[src/sv/coap_mp_pkg.sv]
// Package for the CoAP message parser: item types, byte kinds and framing constants.
package coap_mp_pkg;

  localparam int MAX_MESSAGE_BYTES_DEF = 1024;

  localparam logic [3:0]  NIB_EXT1   = 4'd13;
  localparam logic [3:0]  NIB_EXT2   = 4'd14;
  localparam logic [3:0]  NIB_BAD    = 4'd15;
  localparam logic [16:0] EXT1_BASE  = 17'd13;
  localparam logic [16:0] EXT2_BASE  = 17'd269;
  localparam logic [7:0]  MARKER     = 8'hFF;

  typedef enum logic [2:0] {
    K_HDR    = 3'd0,
    K_TOK    = 3'd1,
    K_OPTHDR = 3'd2,
    K_EXT    = 3'd3,
    K_VAL    = 3'd4,
    K_MARK   = 3'd5,
    K_PAY    = 3'd6,
    K_BAD    = 3'd7
  } byte_kind_t;

  typedef struct packed {
    logic [7:0] data_byte;
    logic       end_of_packet;
  } in_item_t;

  typedef struct packed {
    byte_kind_t  byte_kind;
    logic [7:0]  byte_value;
    logic [15:0] option_number;
    logic [16:0] option_length;
    logic [7:0]  option_count;
    logic [1:0]  msg_version;
    logic [1:0]  msg_type;
    logic [3:0]  token_len;
    logic [7:0]  msg_code;
    logic [15:0] message_id;
    logic [9:0]  payload_offset;
    logic        message_done;
  } out_item_t;

endpackage

[src/sv/coap_message_parser.sv]
// CoAP message parser: tags each message byte and decodes header and option fields.
//
// Usage: one message byte per input item on in_data, with end_of_packet set on
// the last byte of a message. Every input item yields exactly one result item on
// out_data: the byte kind, the byte itself, the running option number, length
// and count, the decoded header fields and the payload offset.
// Both channels use valid/stall; an item moves on an edge where valid is high
// and stall is low.
// Pipeline: an input register and a result register with the phase machine in
// between. Throughput is one item per cycle while out_stall does not hold a
// result.
// When out_stall holds a result, an item can still be taken into an empty input
// register; in_stall rises once the input register holds an item.
// Reset (rst_n low, synchronous) empties both registers and returns the parser
// to the header phase. After the result of an end_of_packet byte the parser
// state returns to reset, so the next byte starts a new message.
// Bytes at offset MAX_MESSAGE_BYTES and beyond are tagged malformed.
module coap_message_parser #(
  parameter int MAX_MESSAGE_BYTES = coap_mp_pkg::MAX_MESSAGE_BYTES_DEF
) (
  input  logic                  clk,
  input  logic                  rst_n,
  input  logic                  in_valid,
  output logic                  in_stall,
  input  coap_mp_pkg::in_item_t  in_data,
  output logic                  out_valid,
  input  logic                  out_stall,
  output coap_mp_pkg::out_item_t out_data
);
  import coap_mp_pkg::*;

  localparam int OFF_W = $clog2(MAX_MESSAGE_BYTES + 1);
  localparam int PW    = (OFF_W + 1 > 10) ? OFF_W + 1 : 10;

  typedef enum logic [2:0] {
    PH_HEADER,
    PH_TOKEN,
    PH_OPTHDR,
    PH_EXT,
    PH_VALUE,
    PH_PAYLOAD,
    PH_BAD
  } phase_t;

  function automatic logic [1:0] ext_bytes(input logic [3:0] nib);
    return (nib == NIB_EXT1) ? 2'd1 : ((nib == NIB_EXT2) ? 2'd2 : 2'd0);
  endfunction

  function automatic logic [16:0] ext_base(input logic [3:0] nib);
    return (nib == NIB_EXT1) ? EXT1_BASE : EXT2_BASE;
  endfunction

  // pipeline registers
  logic      v1_r;
  in_item_t  in_r;
  logic      out_valid_r;
  out_item_t out_r;
  logic      adv;

  // parser state
  phase_t      phase_r, phase_nxt;
  logic [OFF_W-1:0] off_r, off_nxt;
  logic [31:0] hdr_r, hdr_nxt;
  logic [3:0]  tok_r, tok_nxt;
  logic [1:0]  epd_r, epd_nxt;
  logic [1:0]  epl_r, epl_nxt;
  logic [15:0] acc_r, acc_nxt;
  logic [15:0] sum_r, sum_nxt;
  logic [16:0] vr_r, vr_nxt;
  logic [7:0]  cnt_r, cnt_nxt;
  logic [9:0]  ps_r, ps_nxt;
  logic [3:0]  dn_r, dn_nxt;
  logic [3:0]  ln_r, ln_nxt;
  logic [16:0] cur_r, cur_nxt;

  byte_kind_t  kind;
  out_item_t   res;
  logic [7:0]  b;
  logic        eop;
  logic        fail;
  logic [15:0] acc_shift;
  logic [16:0] d;
  logic [17:0] sum_try;
  logic [PW-1:0] ps_wide;

  assign adv       = !out_valid_r || !out_stall;
  assign in_stall  = v1_r && !adv;
  assign out_valid = out_valid_r;
  assign out_data  = out_r;

  always_comb begin
    b         = in_r.data_byte;
    eop       = in_r.end_of_packet;
    kind      = K_BAD;
    fail      = 1'b0;
    acc_shift = {acc_r[7:0], b};
    d         = {1'b0, acc_shift} + ext_base(dn_r);
    sum_try   = '0;
    ps_wide   = PW'(off_r) + PW'(1);

    phase_nxt = phase_r;
    off_nxt   = off_r;
    hdr_nxt   = hdr_r;
    tok_nxt   = tok_r;
    epd_nxt   = epd_r;
    epl_nxt   = epl_r;
    acc_nxt   = acc_r;
    sum_nxt   = sum_r;
    vr_nxt    = vr_r;
    cnt_nxt   = cnt_r;
    ps_nxt    = ps_r;
    dn_nxt    = dn_r;
    ln_nxt    = ln_r;
    cur_nxt   = cur_r;

    if (off_r >= OFF_W'(MAX_MESSAGE_BYTES)) begin
      phase_nxt = PH_BAD;
    end else begin
      off_nxt = off_r + OFF_W'(1);
      unique case (phase_r)
        PH_HEADER: begin
          kind = K_HDR;
          unique case (off_r[1:0])
            2'd0: hdr_nxt[31:24] = hdr_r[31:24] | b;
            2'd1: hdr_nxt[23:16] = hdr_r[23:16] | b;
            2'd2: hdr_nxt[15:8]  = hdr_r[15:8] | b;
            default: hdr_nxt[7:0] = hdr_r[7:0] | b;
          endcase
          if (off_r[1:0] == 2'd3) begin
            tok_nxt   = hdr_r[27:24];
            phase_nxt = (hdr_r[27:24] != 4'd0) ? PH_TOKEN : PH_OPTHDR;
          end
        end
        PH_TOKEN: begin
          kind    = K_TOK;
          tok_nxt = tok_r - 4'd1;
          if (tok_nxt == 4'd0) phase_nxt = PH_OPTHDR;
        end
        PH_OPTHDR: begin
          if (b == MARKER) begin
            kind      = K_MARK;
            phase_nxt = PH_PAYLOAD;
            ps_nxt    = ps_wide[9:0];
          end else begin
            dn_nxt = b[7:4];
            ln_nxt = b[3:0];
            if (b[7:4] == NIB_BAD || b[3:0] == NIB_BAD) begin
              phase_nxt = PH_BAD;
            end else begin
              kind = K_OPTHDR;
              if (cnt_r != 8'hFF) cnt_nxt = cnt_r + 8'd1;
              epd_nxt = ext_bytes(b[7:4]);
              epl_nxt = ext_bytes(b[3:0]);
              acc_nxt = '0;
              cur_nxt = (b[3:0] < NIB_EXT1) ? {13'b0, b[3:0]} : '0;
              if (epd_nxt == 2'd0) begin
                sum_try = {2'b0, sum_r} + {14'b0, b[7:4]};
                if (sum_try[17:16] != 2'b00) begin
                  sum_nxt = 16'hFFFF;
                  fail    = 1'b1;
                end else begin
                  sum_nxt = sum_try[15:0];
                end
              end
              if (fail) begin
                kind      = K_BAD;
                phase_nxt = PH_BAD;
              end else if (epd_nxt == 2'd0 && epl_nxt == 2'd0) begin
                vr_nxt    = cur_nxt;
                phase_nxt = (cur_nxt != '0) ? PH_VALUE : PH_OPTHDR;
              end else begin
                phase_nxt = PH_EXT;
              end
            end
          end
        end
        PH_EXT: begin
          kind    = K_EXT;
          acc_nxt = acc_shift;
          if (epd_r != 2'd0) begin
            epd_nxt = epd_r - 2'd1;
            if (epd_nxt == 2'd0) begin
              acc_nxt = '0;
              sum_try = {2'b0, sum_r} + {1'b0, d};
              if (sum_try[17:16] != 2'b00) begin
                sum_nxt = 16'hFFFF;
                fail    = 1'b1;
              end else begin
                sum_nxt = sum_try[15:0];
              end
            end
          end else if (epl_r != 2'd0) begin
            epl_nxt = epl_r - 2'd1;
            if (epl_nxt == 2'd0) begin
              cur_nxt = {1'b0, acc_shift} + ext_base(ln_r);
              acc_nxt = '0;
            end
          end
          if (fail) begin
            kind      = K_BAD;
            phase_nxt = PH_BAD;
          end else if (epd_nxt == 2'd0 && epl_nxt == 2'd0) begin
            vr_nxt    = cur_nxt;
            phase_nxt = (cur_nxt != '0) ? PH_VALUE : PH_OPTHDR;
          end
        end
        PH_VALUE: begin
          kind   = K_VAL;
          vr_nxt = vr_r - 17'd1;
          if (vr_nxt == '0) phase_nxt = PH_OPTHDR;
        end
        PH_PAYLOAD: kind = K_PAY;
        default: phase_nxt = PH_BAD;
      endcase
    end

    // truncated message or marker with no payload
    if (eop && kind != K_BAD) begin
      if (kind == K_MARK || phase_nxt == PH_HEADER || phase_nxt == PH_TOKEN ||
          phase_nxt == PH_EXT || phase_nxt == PH_VALUE) begin
        kind = K_BAD;
      end
    end

    res.byte_kind      = kind;
    res.byte_value     = b;
    res.option_number  = sum_nxt;
    res.option_length  = cur_nxt;
    res.option_count   = cnt_nxt;
    res.msg_version    = hdr_nxt[31:30];
    res.msg_type       = hdr_nxt[29:28];
    res.token_len      = hdr_nxt[27:24];
    res.msg_code       = hdr_nxt[23:16];
    res.message_id     = hdr_nxt[15:0];
    res.payload_offset = ps_nxt;
    res.message_done   = eop;

    if (eop) begin
      phase_nxt = PH_HEADER;
      off_nxt   = '0;
      hdr_nxt   = '0;
      tok_nxt   = '0;
      epd_nxt   = '0;
      epl_nxt   = '0;
      acc_nxt   = '0;
      sum_nxt   = '0;
      vr_nxt    = '0;
      cnt_nxt   = '0;
      ps_nxt    = '0;
      dn_nxt    = '0;
      ln_nxt    = '0;
      cur_nxt   = '0;
    end
  end

  always_ff @(posedge clk) begin
    if (!rst_n) begin
      v1_r        <= 1'b0;
      out_valid_r <= 1'b0;
      phase_r     <= PH_HEADER;
      off_r       <= '0;
      hdr_r       <= '0;
      tok_r       <= '0;
      epd_r       <= '0;
      epl_r       <= '0;
      acc_r       <= '0;
      sum_r       <= '0;
      vr_r        <= '0;
      cnt_r       <= '0;
      ps_r        <= '0;
      dn_r        <= '0;
      ln_r        <= '0;
      cur_r       <= '0;
    end else begin
      if (adv) out_valid_r <= v1_r;
      if (adv && v1_r) begin
        out_r   <= res;
        phase_r <= phase_nxt;
        off_r   <= off_nxt;
        hdr_r   <= hdr_nxt;
        tok_r   <= tok_nxt;
        epd_r   <= epd_nxt;
        epl_r   <= epl_nxt;
        acc_r   <= acc_nxt;
        sum_r   <= sum_nxt;
        vr_r    <= vr_nxt;
        cnt_r   <= cnt_nxt;
        ps_r    <= ps_nxt;
        dn_r    <= dn_nxt;
        ln_r    <= ln_nxt;
        cur_r   <= cur_nxt;
      end
      if (!in_stall) begin
        v1_r <= in_valid;
        if (in_valid) in_r <= in_data;
      end
    end
  end

  // parser is back at message start after a last byte is processed
  a_eop_reset: assert property (@(posedge clk) disable iff (!rst_n)
    (adv && v1_r && in_r.end_of_packet) |=> (phase_r == PH_HEADER && off_r == '0))
    else $error("parser state not cleared after end of message");

  // header bytes come before any option or payload marker
  a_hdr_clean: assert property (@(posedge clk) disable iff (!rst_n)
    (out_valid_r && out_r.byte_kind == K_HDR) |->
      (out_r.option_count == 8'd0 && out_r.payload_offset == 10'd0))
    else $error("header byte reported with option or payload state");

  // input side stalls only with a held item and a blocked result
  a_stall_cause: assert property (@(posedge clk) disable iff (!rst_n)
    in_stall |-> (v1_r && out_valid_r && out_stall))
    else $error("in_stall without a blocked result");

endmodule
[config.mk]
export PLATFORM = sky130hd
export DESIGN_NAME = coap_message_parser
export DESIGN_NICKNAME = d
export VERILOG_FILES = /design/src/sv/coap_mp_pkg.sv /design/src/sv/coap_message_parser.sv
export SDC_FILE = /design/constraint.sdc
export NUM_CORES = 1
export LEC_CHECK = 0
export BUFFER_PORTS_ARGS = -buffer_cell sky130_fd_sc_hd__buf_2
export CAP_MARGIN = 40
export CELL_PAD_IN_SITES_DETAIL_PLACEMENT = 1
export CELL_PAD_IN_SITES_GLOBAL_PLACEMENT = 1
export CORE_ASPECT_RATIO = 0.75
export CORE_UTILIZATION = 42
export CTS_CLUSTER_DIAMETER = 60
export CTS_CLUSTER_SIZE = 10
export DETAILED_ROUTE_END_ITERATION = 6
export GPL_ROUTABILITY_DRIVEN = 1
export MAX_ROUTING_LAYER = met4
export PLACE_DENSITY = 0.82
export SYNTH_ARGS = -nofsm -noshare
export SYNTH_HDL_FRONTEND = slang
export SYNTH_SLANG_ARGS = --single-unit
[constraint.sdc]
create_clock -name clk -period 5 [get_ports clk]
set_input_delay 1.5 -clock clk [delete_from_list [all_inputs] [get_ports clk]]
set_output_delay 1.5 -clock clk [all_outputs]
set_load 0.1 [all_outputs]
# Word level (Yosys, flattened, before mapping)
# Index checks and enable logic that the tools add are counted.
[word_totals] ff_bits=244 out_inout_bits=97 word_cells=251 input_bits=13
[classes] reduce_logical=44 n_bitwise=5 add_sub_neg=11 n_eq_ne=32 n_mux=127 order_cmp=2
[ops] cell="17-bit two-way mux" n=17
[ops] cell="16-bit two-way mux" n=9
[ops] cell="8-bit two-way mux" n=18
[ops] cell="32-bit two-way mux" n=3
[ops] cell="3-bit two-way mux" n=20
[ops] cell="17-bit case mux with 3 select lines" n=1
[ops] cell="4-bit two-way mux" n=12
[ops] cell="10-bit two-way mux" n=4
[ops] cell="2-bit two-way mux" n=20
[ops] cell="3-bit case mux with 6 select lines" n=2
[ops] cell="16-bit by 9-bit adder with 17-bit output" n=2
[ops] cell="17-bit case mux with 2 select lines" n=1
[ops] cell="17-bit nonzero test" n=2
[ops] cell="4-bit equality test (second input constant)" n=8
[ops] cell="8-bit OR" n=4
[ops] cell="16-bit case mux with 2 select lines" n=1
[ops] cell="3-bit inequality test (second input constant)" n=8
[ops] cell="11-bit two-way mux" n=2
[ops] cell="16-bit by 17-bit adder with 18-bit output" n=1
[ops] cell="9-bit two-way mux" n=2
[ops] cell="16-bit by 4-bit adder with 17-bit output" n=1
[ops] cell="17-bit zero test" n=1
[ops] cell="17-bit by 1-bit subtractor with 17-bit output (second input constant)" n=1
[ops] cell="8-bit case mux with 2 select lines" n=1
[ops] cell="34 further kinds" n=80

# Logic depth before layout (Yosys ltp)
# Gate-level depths: netlist of the first run.
[logic_depth] word_depth=21 depth_mapped=15 depth_no_buf=13

# Worst setup path after synthesis of the first run
# OpenSTA, ideal clock, no wires.
[synth_path] path_kind="in2reg" start="in rst_n" end="reg out_r (netlist bit out_data[0]) (enable)" setup_ps=465 path_buffers=2 cell_stages=3 arrival_ps=4305 path_slack_ps=230 t_required_ps=4535 cell_sequence="clkbuf_1 > clkbuf_1 > and3_1"
[synth_between] elab_chain_cells=1
[synth_rtl] element="start, declared" line="coap_message_parser.sv:22" source="input logic rst_n,"
[synth_rtl] element="2-bit AND reduction (no line)"
[synth_rtl] element="end signal, assigned" line="coap_message_parser.sv:277" source="out_r <= res;"
[synth_rtl] element="end, declared" line="coap_message_parser.sv:57" source="out_item_t out_r;"
# No other way between the ends.
# A chain may end at the register's enable or synchronous reset.

# Worst setup path after layout of the first run
[layout_path] start="reg in_r (netlist bit b[0])" end="reg vr_r[3]"
[layout_between] elab_chain_cells=11 elab_cells_between_ends=39 cone_classes="add/sub: 3; order compare: 1; eq/ne: 8; mux: 22; reduce/logical: 5"
[layout_rtl] element="start, declared" line="coap_message_parser.sv:55" source="in_item_t in_r;"
[layout_rtl] element="start signal, assigned" line="coap_message_parser.sv:295" source="if (in_valid) in_r <= in_data;"
[layout_rtl] element="parallel branches: the longest is 11 deep, another holds 16-bit by 17-bit adder with 18-bit output"
[layout_rtl] element="end signal, assigned" line="coap_message_parser.sv:286" source="vr_r <= vr_nxt;"
[layout_rtl] element="end, declared" line="coap_message_parser.sv:69" source="logic [16:0] vr_r, vr_nxt;"
# Several ways; the timed one is not identified. The select of a mux whose other input is x is not followed.

==> results of run 1 <==
[layout make-up]
| cell class | count | share of cell area, % |
|---|---|---|
| timing repair buffer | 141 | 5.40 |
| clock buffer | 53 | 5.92 |
| clock inverter | 3 | 0.276 |
| tap | 406 | 3.30 |
| multi-input combinational | 1063 | 45.7 |
| sequential | 244 | 38.5 |
| antenna | 1 | 0.0163 |
| inverter | 38 | 0.926 |
[per-stage QoR]
| stage | instances | worst slack [ns] | cell area (sq um) | hold WS (ns) |
|---|---|---|---|---|
| floorplan | 1439 | 0.230 | 13500 | 0.424 |
| global placement | 1886 | 1.09 | 14400 | 0.456 |
| detailed placement | 1892 | 0.826 | 14400 | 0.466 |
| CTS | 1948 | 0.822 | 15400 | 0.477 |
| global route | 1949 | 0.451 | 15400 | 0.494 |
| finish | 1949 | 0.727 | 15400 | 0.472 |
[routing by layer]
layer	up-vias	part of all wire [%]
met5	-	0
met2	449	45
li1	5595	-
met1	6156	45
met3	100	7.3
met4	0	2.9
[cell usage in the layout (no fill, tap or decap), types with 26 or more instances in the layout]
master	instances
dfxtp_1	140
nand2_1	130
buf_2	110
edfxtp_1	104
nor2_1	91
o21ai_0	82
a21oi_1	77
nor2b_1	64
nand3_1	52
ha_1	49
a21o_1	47
a22oi_1	39
inv_1	37
o2111a_1	33
clkbuf_16	33
nor3_1	27
buf_4	27
a21boi_0	26
[power by group through the flow]
stage / combinational [mW] / sequential [mW] / clock (mW)
floorplan: 0.136 / 2.30 / 0
detailed placement: 0.373 / 2.16 / 0
global placement: 0.364 / 2.16 / 0
finish: 0.380 / 2.12 / 2.12
CTS: 0.376 / 2.12 / 2.16
global route: 0.396 / 2.12 / 2.24
[worst register-to-register path: stages, from the launching register on]
cell,delay [ns]
edfxtp_1,0.56
inv_1,0.12
buf_4,0.18
ha_1,0.17
inv_1,0.04
ha_1,0.19
fa_1,0.44
a211oi_1,0.35
o211ai_1,0.18
nand4_1,0.14
nand4b_1,0.12
mux2_2,0.47
a21boi_2,0.79
o21ai_0,0.22
a21boi_0,0.21
[registers in the layout, indices dropped and copies added, names as in the netlist, 8 cells and up]
name / count
acc_r: 8
b: 8
cnt_r: 8
cur_r: 17
hdr_r: 32
off_r: 11
out_data: 95
ps_r: 10
sum_r: 16
vr_r: 17
[cells by family after synthesis]
logic type               count (synthesis)  share of synthesized area [%]
XOR/XNOR                                43                           2.80
AND/OR/NAND/NOR                        489                           18.6
buffers and inverters                  132                           3.89
multiplexers                            12                          0.958
AO/OA/AOI/OAI                          467                           24.7
adder cells (fa/ha/maj)                 52                           5.00
flip-flops                             244                           44.0
[worst max path at each step]
stage / endpoint / from / slack, ns / depth (start not counted)
5_1_grt: vr_r[3]$_SDFFE_PN0P_ / b[0]$_DFFE_PP_ / 0.45 / 14
3_5_place_dp: vr_r[1]$_SDFFE_PN0P_ / b[0]$_DFFE_PP_ / 0.83 / 14
3_3_place_gp: vr_r[2]$_SDFFE_PN0P_ / b[0]$_DFFE_PP_ / 1.09 / 14
2_1_floorplan: out_data[0]$_DFFE_PP_ / rst_n / 0.23 / 3
6_report: vr_r[3]$_SDFFE_PN0P_ / b[0]$_DFFE_PP_ / 0.73 / 14
4_1_cts: vr_r[1]$_SDFFE_PN0P_ / b[0]$_DFFE_PP_ / 0.82 / 14
==> impl_metrics.tcl, run 1 <==
set metrics [dict create \
    outcome "finished, final reports clean" \
    portBuffers 109 \
    cts.clk_slew.worst_paths_ns 0.06 \
    finClkSkew_ns 0.0160 \
    synth_fp_nets 1504 \
    final.fill_count 3581 \
    reg2reg_depth 14 \
    core_sq_um 31400 \
    busiest_layer "met2" \
    min_path_cells 2 \
    remaining_drc_errors 0 \
    yosysTopAreaCell "edfxtp_1" \
    async_flop_share_pct 0 \
    synth-main-ff-cell "dfxtp_1" \
    rows 56 \
    postLayoutCoreUtil_pct 49.1 \
    cp_max_fo 18 \
    yosysWarnings 0 \
    rsz0062_at_grt "false" \
    synth_cell_types 84 \
    synth_commonest_cells "dfxtp_1 (140), nand2_1 (131), edfxtp_1 (104), nor2_1 (92), o21ai_0 (82)" \
    p_seq_share_pct 45.9 \
    grtUsageMet2_pct 44.3 \
    syn-cell-area_sq_um 13500 \
    critPathArrivalTime_ns 4.75 \
    grt_overflow 0 \
    fin_crit_sh_pct 85.5 \
    use_met1_pct 38.6 \
    worstPathCellList "inv_1 -> buf_4 -> ha_1 -> inv_1 -> ha_1 -> fa_1 -> a211oi_1 -> o211ai_1 -> nand4_1 -> nand4b_1 -> mux2_2 -> a21boi_2 -> o21ai_0 -> a21boi_0" \
    timing.rr.end "vr_r[3]$_SDFFE_PN0P_" \
    rr_startpoint "b[0]$_DFFE_PP_" \
    routed_wl_um 46300 \
    yosysSeqAreaShare_pct 44.0 \
    setup_violations 0 \
    cts_max_path_buffers 3 \
    die_h_um 157 \
    cts_root_buf "clkbuf_16" \
    slew_viol_final 0 \
    p_total_mw 4.62 \
    p_leak_nw 5.97 \
    dp_hpwl_um 32200 \
    hold_class "reg2reg" \
    holdPathEnd "ln_r[2]$_SDFFE_PN0P_" \
    nNetsFinal 1583 \
    vias 12300 \
    track_usage_pct 28.8 \
    start_util_pct 42.9 \
    fin_setup_tns_ns 0 \
    ctsHoldBuffers 0 \
    cts_sinks 244 \
    cp_num_buf_inv 3 \
    multi_input_area_sq_um 7030 \
    syn2layout_area_growth_pct 14.4 \
    drtIter0Drc 1047 \
    ir_drop_mv 0.272 \
    first_pass_iters 5 \
    clock.fmax_mhz 234 \
    top_level_ports 110 \
    routabilityCongestion 0.932 \
    die_w_um 209 \
    drive_above_1_share_pct 13.7 \
    power_density_nw_per_um2 300 \
    avgRoutedWirePerCell_um 23.7 \
    grt_pass1_wl_um 71900 \
    grtUsageMet3_pct 5.27 \
    clock_latency_ns 0.57 \
    cts_made_buffers 30 \
    layout_min_cycle_time_ns 4.27 \
    post-cts-setup-buffers 0 \
    endpoint_kind "flop" \
    path_class "reg2reg" \
    tightestPinTransition_ns 0.913 \
    die_area_sq_um 32800 \
    min-delay-start "ln_r[2]$_SDFFE_PN0P_" \
    power_frac_clock_pct 45.9 \
    drv_cap 0 \
    avgSynthCellArea_sq_um 9.35 \
    cts_resized 0 \
    max_stage_delay_ns 0.79 \
    ys_seq_elements 244 \
    pwr-share-comb_pct 8.2 \
    ys_top_cells_by_area "edfxtp_1 (23%), dfxtp_1 (21%), ha_1 (4.6%)" \
    finalHoldViolCount 0 \
    rrSetupSlack_ns 0.73 \
    slowest_stage "a21boi_2" \
    synth_cells 1439 \
    register_area_sq_um 5930 \
    timing.slew.headroom_pct 38.8 \
    required_ns 5.48 \
    grt_max_degree 63 \
    p_sw_mw 1.17 \
    crit_family "compound AO/OA/AOI/OAI gates" \
    grt_pass1_vias 12300 \
    switching_share_pct 25.3 \
    antenna_found_initial 1 \
    ant_nets 0 \
    synth_top_area_share_pct 23.2 \
    vias_per_cell 6.31 \
    synth_most_common_cell "dfxtp_1" \
    critPathLaunchType "flop" \
    cts_tree "built" \
    p_int_mw 3.45 \
    cts.htree.levels 1 \
    synth_edf_count 104 \
]
Power figures use the tool's default switching activity.
==> run 2, diff against run 1 <==
Settings changed: CELL_PAD_IN_SITES_DETAIL_PLACEMENT 1 to unset, CELL_PAD_IN_SITES_GLOBAL_PLACEMENT 1 to unset, CORE_UTILIZATION 42 to 35, PLACE_DENSITY 0.82 to 0.57.
Clock period 5 ns to 5.1 ns, I/O delays scaled along.
==> run 2 against run 1 <==
Against the previous run: via count decreased by 2.8%; global-route usage decreased by 6.4 points; total power decreased by 2.7%; critical path depth decreased by 4; die area increased by 20%; final cell count increased by 5.0%; critical endpoint is now vr_r[1]$_SDFFE_PN0P_; first-iteration DRC count increased by 41%; worst setup slack improved by 0.080 ns.
==> impl_metrics.tcl, run 2 (synthesis results as in run 1) <==
set metrics [dict create \
    outcome "finished, final reports clean" \
    cts_resized 0 \
    rows 61 \
    clock_latency_ns 0.60 \
    top_level_ports 110 \
    worstPathCellList "ha_1 -> ha_1 -> a21o_1 -> a21oi_1 -> a211oi_2 -> o221ai_2 -> mux2_2 -> a21boi_2 -> o21ai_0 -> a21boi_0" \
    max_stage_delay_ns 0.80 \
    critPathLaunchType "flop" \
    reg2reg_depth 10 \
    layout_min_cycle_time_ns 4.29 \
    ctsHoldBuffers 0 \
    setup_violations 0 \
    p_seq_share_pct 46.2 \
    fin_crit_sh_pct 84.2 \
    cts.htree.levels 1 \
    p_total_mw 4.49 \
    vias_per_cell 5.85 \
    cts_sinks 244 \
    drv_cap 0 \
    rsz0062_at_grt "false" \
    remaining_drc_errors 0 \
    slowest_stage "edfxtp_1" \
    dp_hpwl_um 29700 \
    start_util_pct 35.9 \
    drtIter0Drc 1475 \
    fin_setup_tns_ns 0 \
    hold_ws_ns 0.473 \
    largest_reg_flops 95 \
    p_sw_mw 1.17 \
    tightestPinTransition_ns 0.919 \
    vias 12000 \
    switching_share_pct 26.1 \
    final.fill_count 3684 \
    power_frac_clock_pct 45.7 \
    grt_pass1_wl_um 66900 \
    p_int_mw 3.32 \
    cp_num_cells 10 \
    ir_drop_mv 0.270 \
    cp_num_buf_inv 0 \
    hold_class "reg2reg" \
    drive_above_1_share_pct 13.9 \
    endpoint_kind "flop" \
    power_density_nw_per_um2 290 \
    crit_family "compound AO/OA/AOI/OAI gates" \
    die_area_sq_um 39200 \
    first_pass_iters 5 \
    cts_root_buf "clkbuf_16" \
    antenna_found_initial 0 \
    finalHoldViolCount 0 \
    diodes 0 \
    die_w_um 228 \
    finClkSkew_ns 0.0343 \
    slew_viol_final 0 \
    grt_pass1_vias 11300 \
    path_class "reg2reg" \
    grt_max_degree 67 \
    post-cts-setup-buffers 0 \
    nNetsFinal 1583 \
    syn2layout_area_growth_pct 15.2 \
    clock.fmax_mhz 233 \
    track_usage_pct 22.4 \
    routed_wl_um 43300 \
    die_h_um 172 \
    post-place-ws_ns 0.945 \
    postLayoutCoreUtil_pct 41.4 \
    required_ns 5.59 \
    setup_slack_ns 0.808 \
    final_cell_mix "dfxtp_1 (140), nand2_1 (130), buf_2 (108), edfxtp_1 (104), nor2_1 (91)" \
    cp_max_fo 18 \
    cts_tree "built" \
    p_leak_nw 5.95 \
    cp_common_cell "ha_1" \
    portBuffers 109 \
    avgRoutedWirePerCell_um 21.2 \
    cts_made_buffers 30 \
    timing.slew.headroom_pct 38.6 \
    ant_nets 0 \
    pwr-share-comb_pct 8.2 \
    grt_overflow 0 \
    critPathArrivalTime_ns 4.79 \
    routabilityCongestion 0.984 \
    min_path_cells 2 \
    cts.clk_slew.worst_paths_ns 0.06 \
    final_common_cell "dfxtp_1" \
    cts_max_path_buffers 3 \
    core_sq_um 37500 \
]
-- run 2: cell count changes in the layout (fill, tap and decap cells not counted), sizes merged --
cell and change:
clkinvlp +1, buf -1, bufinv -1, clkinv +2
diode -1, clkdlybuf4s18 +1, inv -1, clkbuf -1
-- run 2: cell type report --
type,instances,area [sq um],share of cell area [%]
multi-input cells,1063,7030,45.4
clock buffers,52,896,5.78
well taps,504,631,4.07
inverters,38,143,0.920
flip-flops and latches,244,5930,38.2
clock inverters,4,51.3,0.331
repair buffers,141,823,5.31
-- run 2: power by group through the flow --
stage / Sequential, mW / Combinational [mW] / Clock (mW)
2_1_floorplan: 2.25 / 0.134 / 0
3_3_place_gp: 2.12 / 0.361 / 0
3_5_place_dp: 2.12 / 0.364 / 0
4_1_cts: 2.08 / 0.365 / 2.09
5_1_grt: 2.08 / 0.385 / 2.17
6_report: 2.08 / 0.367 / 2.05
-- run 2: worst paths after layout --
kind / startpoint / endpoint / slack [ns]
min reg2reg: ln_r[0]$_SDFFE_PN0P_ / ln_r[0]$_SDFFE_PN0P_ / 0.47
max reg2reg: b[4]$_DFFE_PP_ / vr_r[1]$_SDFFE_PN0P_ / 0.81
max: b[4]$_DFFE_PP_ / vr_r[1]$_SDFFE_PN0P_ / 0.81
min: ln_r[0]$_SDFFE_PN0P_ / ln_r[0]$_SDFFE_PN0P_ / 0.47
-- run 2: layer usage --
metal | track usage [%] | vias up | share of wire (%)
met5 | - | - | 0
met4 | 6.45 | 0 | 2.7
met3 | 4.53 | 97 | 8.4
met2 | 31.7 | 533 | 41
met1 | 31.9 | 5737 | 48
li1 | - | 5592 | -
-- run 2: worst min-delay path, stage by stage, from the launching register on --
cell and delay [ns]:
dfxtp_1 0.31, nand2_1 0.05, a21boi_0 0.06
-- run 2: metrics by stage --
step	cells	cell area, sq um
finish	2046	15500
global route	2046	15500
global placement	1987	14500
detailed placement	1990	14600
floorplan	1439	13500
CTS	2046	15500
==> run 3, diff against run 2 <==
Clock period 5.1 ns to 4.2 ns, I/O delays scaled along.
==> run 3 against run 2 <==
Against the previous run: non-clock buffer count grew 12; sequential share of layout area hardly changed; sequential power grew 21%; count of clock-buffer cells in the layout fell by 3; via count is 0.51% lower; clock skew is 0.010 ns lower; die area unchanged; critical path type unchanged; largest cell class unchanged.
==> impl_metrics.tcl, run 3 (synthesis results as in run 1) <==
set metrics [dict create \
    outcome "finished, final reports clean" \
    start_util_pct 35.9 \
    p_seq_share_pct 47.2 \
    die_w_um 228 \
    tightestPinTransition_ns 0.886 \
    diodes 0 \
    core_sq_um 37500 \
    cts_resized 0 \
    cts_max_path_buffers 3 \
    p_int_mw 3.94 \
    routed_wl_um 43800 \
    setup_slack_ns 0.411 \
    reg2reg_depth 11 \
    cts_sinks 244 \
    pwr-share-comb_pct 8.5 \
    first_pass_iters 6 \
    timing.slew.headroom_pct 40.7 \
    post-cts-setup-buffers 0 \
    postLayoutCoreUtil_pct 41.4 \
    endpoint_kind "flop" \
    rsz0062_at_grt "false" \
    antenna_found_initial 0 \
    drv_cap 0 \
    drtIter0Drc 1328 \
    path_class "reg2reg" \
    p_total_mw 5.34 \
    die_h_um 172 \
    cp_num_buf_inv 0 \
    finalHoldViolCount 0 \
    dp.cells 2002 \
    finClkSkew_ns 0.0243 \
    crit_family "compound AO/OA/AOI/OAI gates" \
    p_leak_nw 5.97 \
    required_ns 4.53 \
    cp_max_fo 18 \
    p_sw_mw 1.40 \
    slew_viol_final 0 \
    hold_class "reg2reg" \
    track_usage_pct 22.5 \
    ir_drop_mv 0.330 \
    dp_hpwl_um 30400 \
    ctsHoldBuffers 0 \
    post-place-ws_ns 0.490 \
    clock.fmax_mhz 264 \
    vias_per_cell 5.78 \
    min_path_cells 2 \
    routabilityCongestion 0.956 \
    grt_pass1_wl_um 66300 \
    cts_tree "built" \
    fin_setup_tns_ns 0 \
    min-delay-start "ln_r[1]$_SDFFE_PN0P_" \
    nNetsFinal 1595 \
    power_density_nw_per_um2 344 \
    cp-startpoint "dn_r[1]$_SDFFE_PN0P_" \
    top_level_ports 110 \
    timing.rr.end "out_data[80]$_DFFE_PP_" \
    cts_made_buffers 30 \
    cts.htree.levels 1 \
    grt_pass1_vias 11000 \
    fin_cells 2057 \
    layout_min_cycle_time_ns 3.79 \
    clock_latency_ns 0.59 \
    grt_max_degree 87 \
    fin_crit_sh_pct 90.2 \
    remaining_drc_errors 0 \
    max_stage_delay_ns 0.58 \
    power_frac_clock_pct 44.3 \
    grt_overflow 0 \
    rows 61 \
    rr_startpoint "dn_r[1]$_SDFFE_PN0P_" \
    holdPathEnd "ln_r[1]$_SDFFE_PN0P_" \
    setup_violations 0 \
    critPathArrivalTime_ns 4.11 \
    drive_above_1_share_pct 14.5 \
    final_cell_mix "dfxtp_1 (140), nand2_1 (130), buf_2 (109), edfxtp_1 (104), nor2_1 (91)" \
    die_area_sq_um 39200 \
    slowest_stage "mux2_2" \
    critPathLaunchType "flop" \
    ant_nets 0 \
    switching_share_pct 26.3 \
    final_common_cell "dfxtp_1" \
    largest_reg_flops 95 \
    cts_root_buf "clkbuf_16" \
    avgRoutedWirePerCell_um 21.3 \
    syn2layout_area_growth_pct 15.3 \
    worstPathCellList "nand4b_1 -> fa_1 -> ha_1 -> nand4_1 -> o21bai_1 -> or3_1 -> o221ai_2 -> mux2_2 -> o31ai_1 -> nand2_1 -> a21o_1" \
    rrSetupSlack_ns 0.41 \
    portBuffers 109 \
    vias 11900 \
    cts.clk_slew.worst_paths_ns 0.06 \
]
## run 3: worst register-to-register path: stages, from the launching register on
cell and delay, ns:
dfxtp_1 0.31, nand4b_1 0.23, fa_1 0.47, ha_1 0.39, nand4_1 0.18, o21bai_1 0.13, or3_1 0.37, o221ai_2 0.19
mux2_2 0.58, o31ai_1 0.39, nand2_1 0.09, a21o_1 0.18
## run 3: stage by stage
stage          hold WS (ns)  instance area, sq um
6_report              0.460                 15500
5_1_grt               0.482                 15500
4_1_cts               0.460                 15500
3_5_place_dp          0.452                 14600
3_3_place_gp          0.454                 14600
2_1_floorplan         0.424                 13500
## run 3: power groups by stage
stage / combinational [mW] / clock (mW) / sequential [mW]
finish: 0.454 / 2.37 / 2.52
global route: 0.477 / 2.51 / 2.52
CTS: 0.451 / 2.43 / 2.52
detailed placement: 0.450 / 0 / 2.57
global placement: 0.446 / 0 / 2.57
floorplan: 0.162 / 0 / 2.73
## run 3: worst max-delay path by stage
stage | cells after the start | to
finish | 11 | out_data[80]$_DFFE_PP_
detailed placement | 11 | out_data[80]$_DFFE_PP_
global route | 13 | out_data[80]$_DFFE_PP_
global placement | 11 | sum_r[11]$_SDFFE_PN0P_
floorplan | 3 | out_data[0]$_DFFE_PP_
CTS | 11 | out_data[80]$_DFFE_PP_
## run 3: cell type report
class,count,area [sq um]
flip-flops and latches,244,5930
well taps,504,631
clock inverters,6,50.0
clock buffers,49,832
fillers,3646,22000
multi-input cells,1063,7030
repair buffers,153,896
inverters,38,143
## run 3: metal layers
layer	vias up	wire length, um	track usage [%]
met5	-	0	-
met4	0	930	5.22
met3	73	4200	5.74
met2	498	18100	32.2
met1	5725	20500	31.4
li1	5602	-	-
